### config.mk
export PLATFORM = sky130hd
export DESIGN_NAME = receive_ring_deframer
export DESIGN_NICKNAME = d
export VERILOG_FILES = /design/src/rtl/core/rrd_pkg.sv /design/src/rtl/core/receive_ring_deframer.sv
export SDC_FILE = /design/constraint.sdc
export NUM_CORES = 1
export LEC_CHECK = 0
export BUFFER_PORTS_ARGS = -buffer_cell sky130_fd_sc_hd__buf_2
export CELL_PAD_IN_SITES_DETAIL_PLACEMENT = 0
export CELL_PAD_IN_SITES_GLOBAL_PLACEMENT = 1
export CORE_ASPECT_RATIO = 0.75
export CORE_UTILIZATION = 50
export CTS_CLUSTER_SIZE = 10
export DETAILED_ROUTE_END_ITERATION = 16
export PLACE_DENSITY_LB_ADDON = 0.1
export SYNTH_ARGS = -nofsm -noshare
export SYNTH_HDL_FRONTEND = slang
export SYNTH_SLANG_ARGS = --single-unit
### constraint.sdc
create_clock -name clk_i -period 13.86 [get_ports clk_i]
set_input_delay 2.772 -clock clk_i [delete_from_list [all_inputs] [get_ports clk_i]]
set_output_delay 2.772 -clock clk_i [all_outputs]
set_load 0.005 [all_outputs]
### src/rtl/core/rrd_pkg.sv
// Package for the receive ring deframer: record phase and result kind codes,
// framing constants and the register reset value. No dependencies.
package rrd_pkg;

  localparam int unsigned ByteW   = 8;
  localparam int unsigned LenW    = 16;
  localparam int unsigned CountW  = 17;
  localparam int unsigned KindW   = 3;

  localparam logic [LenW-1:0] HeaderBytes     = 16'd4;
  localparam logic [LenW-1:0] CrcBytes        = 16'd4;
  localparam logic [LenW-1:0] ReadPtrBias     = 16'd16;
  localparam logic [LenW-1:0] MaxLenResetVal  = 16'd2048;

  typedef enum logic [2:0] {
    PH_H0      = 3'd0,
    PH_H1      = 3'd1,
    PH_H2      = 3'd2,
    PH_H3      = 3'd3,
    PH_PAYLOAD = 3'd4,
    PH_TAIL    = 3'd5
  } phase_e;

  typedef enum logic [KindW-1:0] {
    KIND_SKIP    = 3'd0,
    KIND_PAYLOAD = 3'd1,
    KIND_LAST    = 3'd2,
    KIND_DONE    = 3'd3,
    KIND_ERROR   = 3'd4
  } kind_e;

  typedef struct packed {
    kind_e             kind;
    logic [ByteW-1:0]  payload_byte;
    logic [LenW-1:0]   read_pointer;
  } result_t;

endpackage

### src/rtl/core/receive_ring_deframer.sv
// Receive ring deframer: parses ring bytes into records, one result per byte.
// Depends on rrd_pkg.
//
// Latency: each result is registered, in the result register or the skid.
// Throughput: one byte per cycle while the skid is empty; the header/payload/tail
// counters and the length compare are combinational between input and result register.
// A two-deep output stage (result register plus skid) keeps input flowing
// while one result waits. Reset clears phase, counters, offset and the
// maximum length register (to 2048); no clearing pass.
module receive_ring_deframer
  import rrd_pkg::*;
(
  input  logic        clk_i,
  input  logic        rst_ni,
  input  logic        cfg_we_i,
  input  logic [15:0] cfg_wdata_i,      // max_record_length
  input  logic        s_axis_tvalid_i,
  output logic        s_axis_tready_o,
  input  logic [7:0]  s_axis_tdata_i,   // [7:0] ring_byte
  output logic        m_axis_tvalid_o,
  input  logic        m_axis_tready_i,
  output logic [23:0] m_axis_tdata_o,   // [7:0] payload_byte, [23:8] read_pointer
  output logic [2:0]  m_axis_tuser_o    // [2:0] kind
);

  logic [LenW-1:0]   max_len_q;
  phase_e            phase_q, phase_d;
  logic [LenW-1:0]   rec_len_q, rec_len_d;
  logic [CountW-1:0] done_q, done_d;
  logic [LenW-1:0]   offset_q, offset_d;

  result_t           res_d, out_q, skid_q;
  logic              out_valid_q, skid_valid_q;
  logic              accept;

  logic [ByteW-1:0]  in_byte;
  logic [LenW-1:0]   len_full;
  logic [CountW-1:0] done_inc;
  logic [CountW-1:0] padded;
  logic [LenW-1:0]   offset_sum;
  logic              len_bad;

  assign in_byte    = s_axis_tdata_i;
  assign accept     = s_axis_tvalid_i && s_axis_tready_o;
  assign len_full   = {in_byte, rec_len_q[ByteW-1:0]};
  assign len_bad    = (len_full < CrcBytes) || (len_full > max_len_q);
  assign done_inc   = done_q + CountW'(1);
  assign padded     = ({1'b0, rec_len_q} + CountW'(HeaderBytes) + CountW'(3))
                      & ~CountW'(3);
  assign offset_sum = (offset_q + rec_len_q + HeaderBytes + LenW'(3)) & ~LenW'(3);

  // next state
  always_comb begin
    phase_d   = phase_q;
    rec_len_d = rec_len_q;
    done_d    = done_q;
    offset_d  = offset_q;
    case (phase_q)
      PH_H1: begin
        phase_d = PH_H2;
        done_d  = CountW'(2);
      end
      PH_H2: begin
        rec_len_d = LenW'(in_byte);
        phase_d   = PH_H3;
        done_d    = CountW'(3);
      end
      PH_H3: begin
        if (len_bad) begin
          offset_d  = '0;
          phase_d   = PH_H0;
          done_d    = '0;
          rec_len_d = '0;
        end else begin
          rec_len_d = len_full;
          done_d    = CountW'(HeaderBytes);
          phase_d   = (len_full > CrcBytes) ? PH_PAYLOAD : PH_TAIL;
        end
      end
      PH_PAYLOAD: begin
        done_d = done_inc;
        if (done_inc >= {1'b0, rec_len_q}) begin
          phase_d = PH_TAIL;
        end
      end
      PH_TAIL: begin
        done_d = done_inc;
        if (done_inc >= padded) begin
          offset_d = offset_sum;
          phase_d  = PH_H0;
          done_d   = '0;
        end
      end
      default: begin
        phase_d = PH_H1;
        done_d  = CountW'(1);
      end
    endcase
  end

  // result
  always_comb begin
    res_d.kind         = KIND_SKIP;
    res_d.payload_byte = '0;
    case (phase_q)
      PH_H3: begin
        if (len_bad) begin
          res_d.kind = KIND_ERROR;
        end
      end
      PH_PAYLOAD: begin
        res_d.payload_byte = in_byte;
        res_d.kind = (done_inc >= {1'b0, rec_len_q}) ? KIND_LAST : KIND_PAYLOAD;
      end
      PH_TAIL: begin
        if (done_inc >= padded) begin
          res_d.kind = KIND_DONE;
        end
      end
      default: begin
        res_d.kind = KIND_SKIP;
      end
    endcase
    res_d.read_pointer = offset_d - ReadPtrBias;
  end

  always_ff @(posedge clk_i or negedge rst_ni) begin
    if (!rst_ni) begin
      max_len_q <= MaxLenResetVal;
      phase_q   <= PH_H0;
      rec_len_q <= '0;
      done_q    <= '0;
      offset_q  <= '0;
    end else begin
      if (cfg_we_i) begin
        max_len_q <= cfg_wdata_i;
      end
      if (accept) begin
        phase_q   <= phase_d;
        rec_len_q <= rec_len_d;
        done_q    <= done_d;
        offset_q  <= offset_d;
      end
    end
  end

  // result register with skid stage
  assign s_axis_tready_o = !skid_valid_q;

  always_ff @(posedge clk_i or negedge rst_ni) begin
    if (!rst_ni) begin
      out_valid_q  <= 1'b0;
      skid_valid_q <= 1'b0;
    end else if (!out_valid_q || m_axis_tready_i) begin
      if (skid_valid_q) begin
        out_valid_q  <= 1'b1;
        skid_valid_q <= 1'b0;
      end else begin
        out_valid_q <= accept;
      end
    end else if (accept) begin
      skid_valid_q <= 1'b1;
    end
  end

  always_ff @(posedge clk_i) begin
    if (!out_valid_q || m_axis_tready_i) begin
      if (skid_valid_q) begin
        out_q <= skid_q;
      end else if (accept) begin
        out_q <= res_d;
      end
    end else if (accept) begin
      skid_q <= res_d;
    end
  end

  assign m_axis_tvalid_o = out_valid_q;
  assign m_axis_tdata_o  = {out_q.read_pointer, out_q.payload_byte};
  assign m_axis_tuser_o  = out_q.kind;

`ifndef NO_ASSERTIONS
  a_skid_implies_out: assert property (@(posedge clk_i) disable iff (!rst_ni)
    skid_valid_q |-> out_valid_q)
    else $error("skid holds an item while result register is empty");

  a_payload_len: assert property (@(posedge clk_i) disable iff (!rst_ni)
    (phase_q == PH_PAYLOAD) |-> (rec_len_q > CrcBytes))
    else $error("payload phase with no payload bytes");

  a_offset_aligned: assert property (@(posedge clk_i) disable iff (!rst_ni)
    offset_q[1:0] == 2'b00)
    else $error("ring offset not 4-byte aligned");

  a_header_exit: assert property (@(posedge clk_i) disable iff (!rst_ni)
    (accept && phase_q == PH_H3) |=>
      ((phase_q == PH_H0 && done_q == '0) || done_q == CountW'(HeaderBytes)))
    else $error("bad state after length byte");
`endif

endmodule

==> reports/results.tsv <==
metric	value	unit
status	complete, no violations	
antenna_left	0	
synthArstFlopShare	0.565	
core	0.0153	mm²
num_vias	6253	
p_leak	4.02	nW
max-vdd-ir-drop	0.0938	mV
synthFlopType	dfrtp_1	
postCtsSetupRepairBufs	0	
holdBufCountCts	0	
slew_headroom	0.339	
fin_crit	6.04	ns
yosysUniqueCellTypes	70	
report.final.hold_viol_count	0	
fin_crit_sh	0.436	
root_buffer	clkbuf_16	
viasPerCell	5.82	
hold_path.class	flop to flop	
place_congestion	0.949	
fmax	0.166	GHz
r2r_end	m_axis_tdata_o[18]	
syn_area	0.00783	mm²
grt_pass1_wl	31700	µm
htree_levels	4	
syn_to_final_growth	13.9	%
drv_slew	0	
met1_usage	0.352	
ios	58	
initial_core_util	0.513	
required	14.03	ns
antenna_found_initial	0	
wirelength	19400	µm
cp_max_fo	22	
grt_overflow	0	
p_per_area	162	mW/mm²
cp-endpoint	m_axis_tdata_o[18]	
dpl.hpwl	14300	µm
die_h	110	µm
syn-num-nets	905	
clkTransAtPathRegs	0.06	ns
r2r_slack	7.82	ns
setup_tns	0	ns
grt_pass1_vias	6115	
syn_inst	796	
n_antenna_cell	0	
finalSetupViolCount	0	
gr-usage-met2	0.406	
rsz0062_at_grt	no	
end_kind	flop	
clkLatencyLatePin	0.43	ns
crit_type	flop to flop	
dr.pass1.iters	5	
nets	965	
drc	0	
tightest_slew	0.992	ns
synth-edff-count	54	
cp_data_arrival_time	6.20	ns
max-cap-violations	0	
cts.sinks	124	
seq_area_frac_synth	0.431	
synth_warnings	0	
r2r_start	rec_len_q[2]	
placed_area	0.00835	mm²
syn_avg_cell_area	9.84	µm²
grt_max_degree	71	
num_rows	39	
ff2ff_path_depth	23	
busiest_layer	met2	
cts_resized	0	
gr-usage-met3	0.0510	
cts_tree	built	
cp-start-kind	flop	
fin_total_pwr	1.45	mW
fin_worst_skew	0.0141	ns
die-area	0.0162	mm²
synth_seq_cells	124	
startpoint	rec_len_q[2]	
wl_per_cell	18.0	µm
drive_above_1_share	0.155	
numCtsBuffers	17	
drt_iter0_drc	505	
cts_buffer_depth	2	
die_w	147	µm
finalInstanceArea	0.00892	mm²
numPortBuffers	57	
grt_usage	0.256	
## final cells by class
| cell class | count | area (µm²) |
|---|---|---|
| inverters | 48 | 180 |
| clock inverters | 15 | 144 |
| flip-flops and latches | 124 | 3370 |
| repair buffers | 66 | 353 |
| well taps | 205 | 256 |
| multi-input cells | 599 | 4190 |
| clock buffers | 17 | 425 |
| fillers | 1309 | 6350 |
## worst max-delay path, stage by stage, from the launching register on
cell and delay, ns:
dfrtp_1 0.56, or3_1 0.27, nand4_1 0.17, or3_1 0.39, nor2_1 0.22, nand3_1 0.15, nor2_1 0.24, nand3_1 0.17
nor2_1 0.18, nand2_1 0.08, ha_1 0.30, nand2_1 0.09, nor4_1 0.52, nand4_1 0.23, a31oi_2 0.17, buf_4 0.31
a211oi_2 0.08, buf_4 0.23, a22oi_1 0.35, ha_1 0.23, and2_1 0.22, o2111a_1 0.23, xnor2_1 0.08, mux2_2 0.27
## cells by family after synthesis
kind of cell / count (synthesis) / synth area share
adder cells (fa/ha/maj): 80 / 0.129
buffers and inverters: 73 / 0.0360
AO/OA/AOI/OAI: 187 / 0.164
AND/OR/NAND/NOR: 261 / 0.153
multiplexers: 23 / 0.0336
flip-flops: 124 / 0.431
XOR/XNOR: 48 / 0.0537
## worst min path at each step
stage	cells past startpoint	from	end
2_1_floorplan	1	offset_q[1]	offset_q[1]
3_3_place_gp	1	offset_q[1]	offset_q[1]
3_5_place_dp	1	offset_q[1]	offset_q[1]
4_1_cts	1	offset_q[1]	offset_q[1]
5_1_grt	1	offset_q[1]	offset_q[1]
6_report	1	offset_q[1]	offset_q[1]
## state kept, by name (all words and copies together), names as in the netlist
name and count:
max_len_q 16, m_axis_tuser_o 3, m_axis_tdata_o 24, offset_q 16, skid_q 27, skid_valid_q 1, done_q 17, phase_q 3
m_axis_tvalid_o 1, rec_len_q 16
## power by group
| group | internal [mW] | total [mW] | switching (mW) |
|---|---|---|---|
| clock network | 0.238 | 0.435 | 0.196 |
| logic | 0.201 | 0.507 | 0.306 |
| registers | 0.437 | 0.504 | 0.0670 |
## routing by layer
metal | vias up | routed length (µm)
met1 | 3022 | 9500
li1 | 3016 | -
met2 | 191 | 8610
met5 | - | 0
met3 | 24 | 956
met4 | 0 | 308
## placed cells by master, fill, tap and decap left out, types with 3 or more instances in the layout
master / n
nand4_1: 13
o21a_1: 8
xor2_1: 11
nand3_1: 21
nand2b_1: 4
a21oi_1: 32
ha_1: 79
buf_4: 9
a21o_1: 7
nand2_1: 128
a22oi_1: 5
mux2_2: 18
and2_1: 13
nor3b_1: 3
o22ai_1: 3
buf_2: 57
inv_6: 6
a211o_1: 3
dfrtp_1: 69
nor2b_1: 3
mux2i_1: 3
a2111oi_0: 3
inv_1: 46
or3_1: 8
a22oi_2: 3
nor2_1: 36
nor4_1: 5
edfxtp_1: 54
clkinvlp_4: 4
inv_8: 4
clkbuf_16: 17
nor3_1: 9
a32o_1: 15
xnor2_1: 37
and3_1: 7
o2111ai_1: 3
a22o_1: 5
o21ai_0: 65
o31ai_1: 5
## synthesized netlist by cell type, drive strengths merged (4+ instances only)
cell type | instances | area [µm²]
dfrtp | 69 | 1730
nor2b | 4 | 25.0
nand3 | 21 | 105
a22oi | 9 | 96.4
or3 | 8 | 50.1
a21o | 8 | 61.3
xnor2 | 37 | 324
mux2 | 20 | 233
nand4 | 13 | 81.3
a21boi | 4 | 33.8
o31ai | 5 | 37.5
and3 | 7 | 43.8
nor3 | 10 | 55.1
o21a | 8 | 60.1
a32o | 15 | 150
a21oi | 32 | 160
nand2b | 4 | 25.0
clkbuf | 19 | 71.3
buf | 6 | 30.0
o21ai | 67 | 335
and2 | 14 | 87.6
inv | 48 | 180
xor2 | 11 | 96.3
ha | 79 | 988
nor4 | 5 | 31.3
nor2 | 37 | 139
a22o | 5 | 43.8
edfxtp | 54 | 1620
nand2 | 128 | 480
## per-stage QoR
stage	std cells	hold slack (ns)	setup slack, ns	utilization
finish	1074	0.487	7.82	0.584
global route	1074	0.519	7.39	0.584
CTS	1074	0.492	7.88	0.584
detailed placement	1042	0.476	7.76	0.547
global placement	1042	0.469	7.85	0.547
floorplan	796	0.454	7.89	-
No activity file was read; power rests on OpenSTA's default activity.
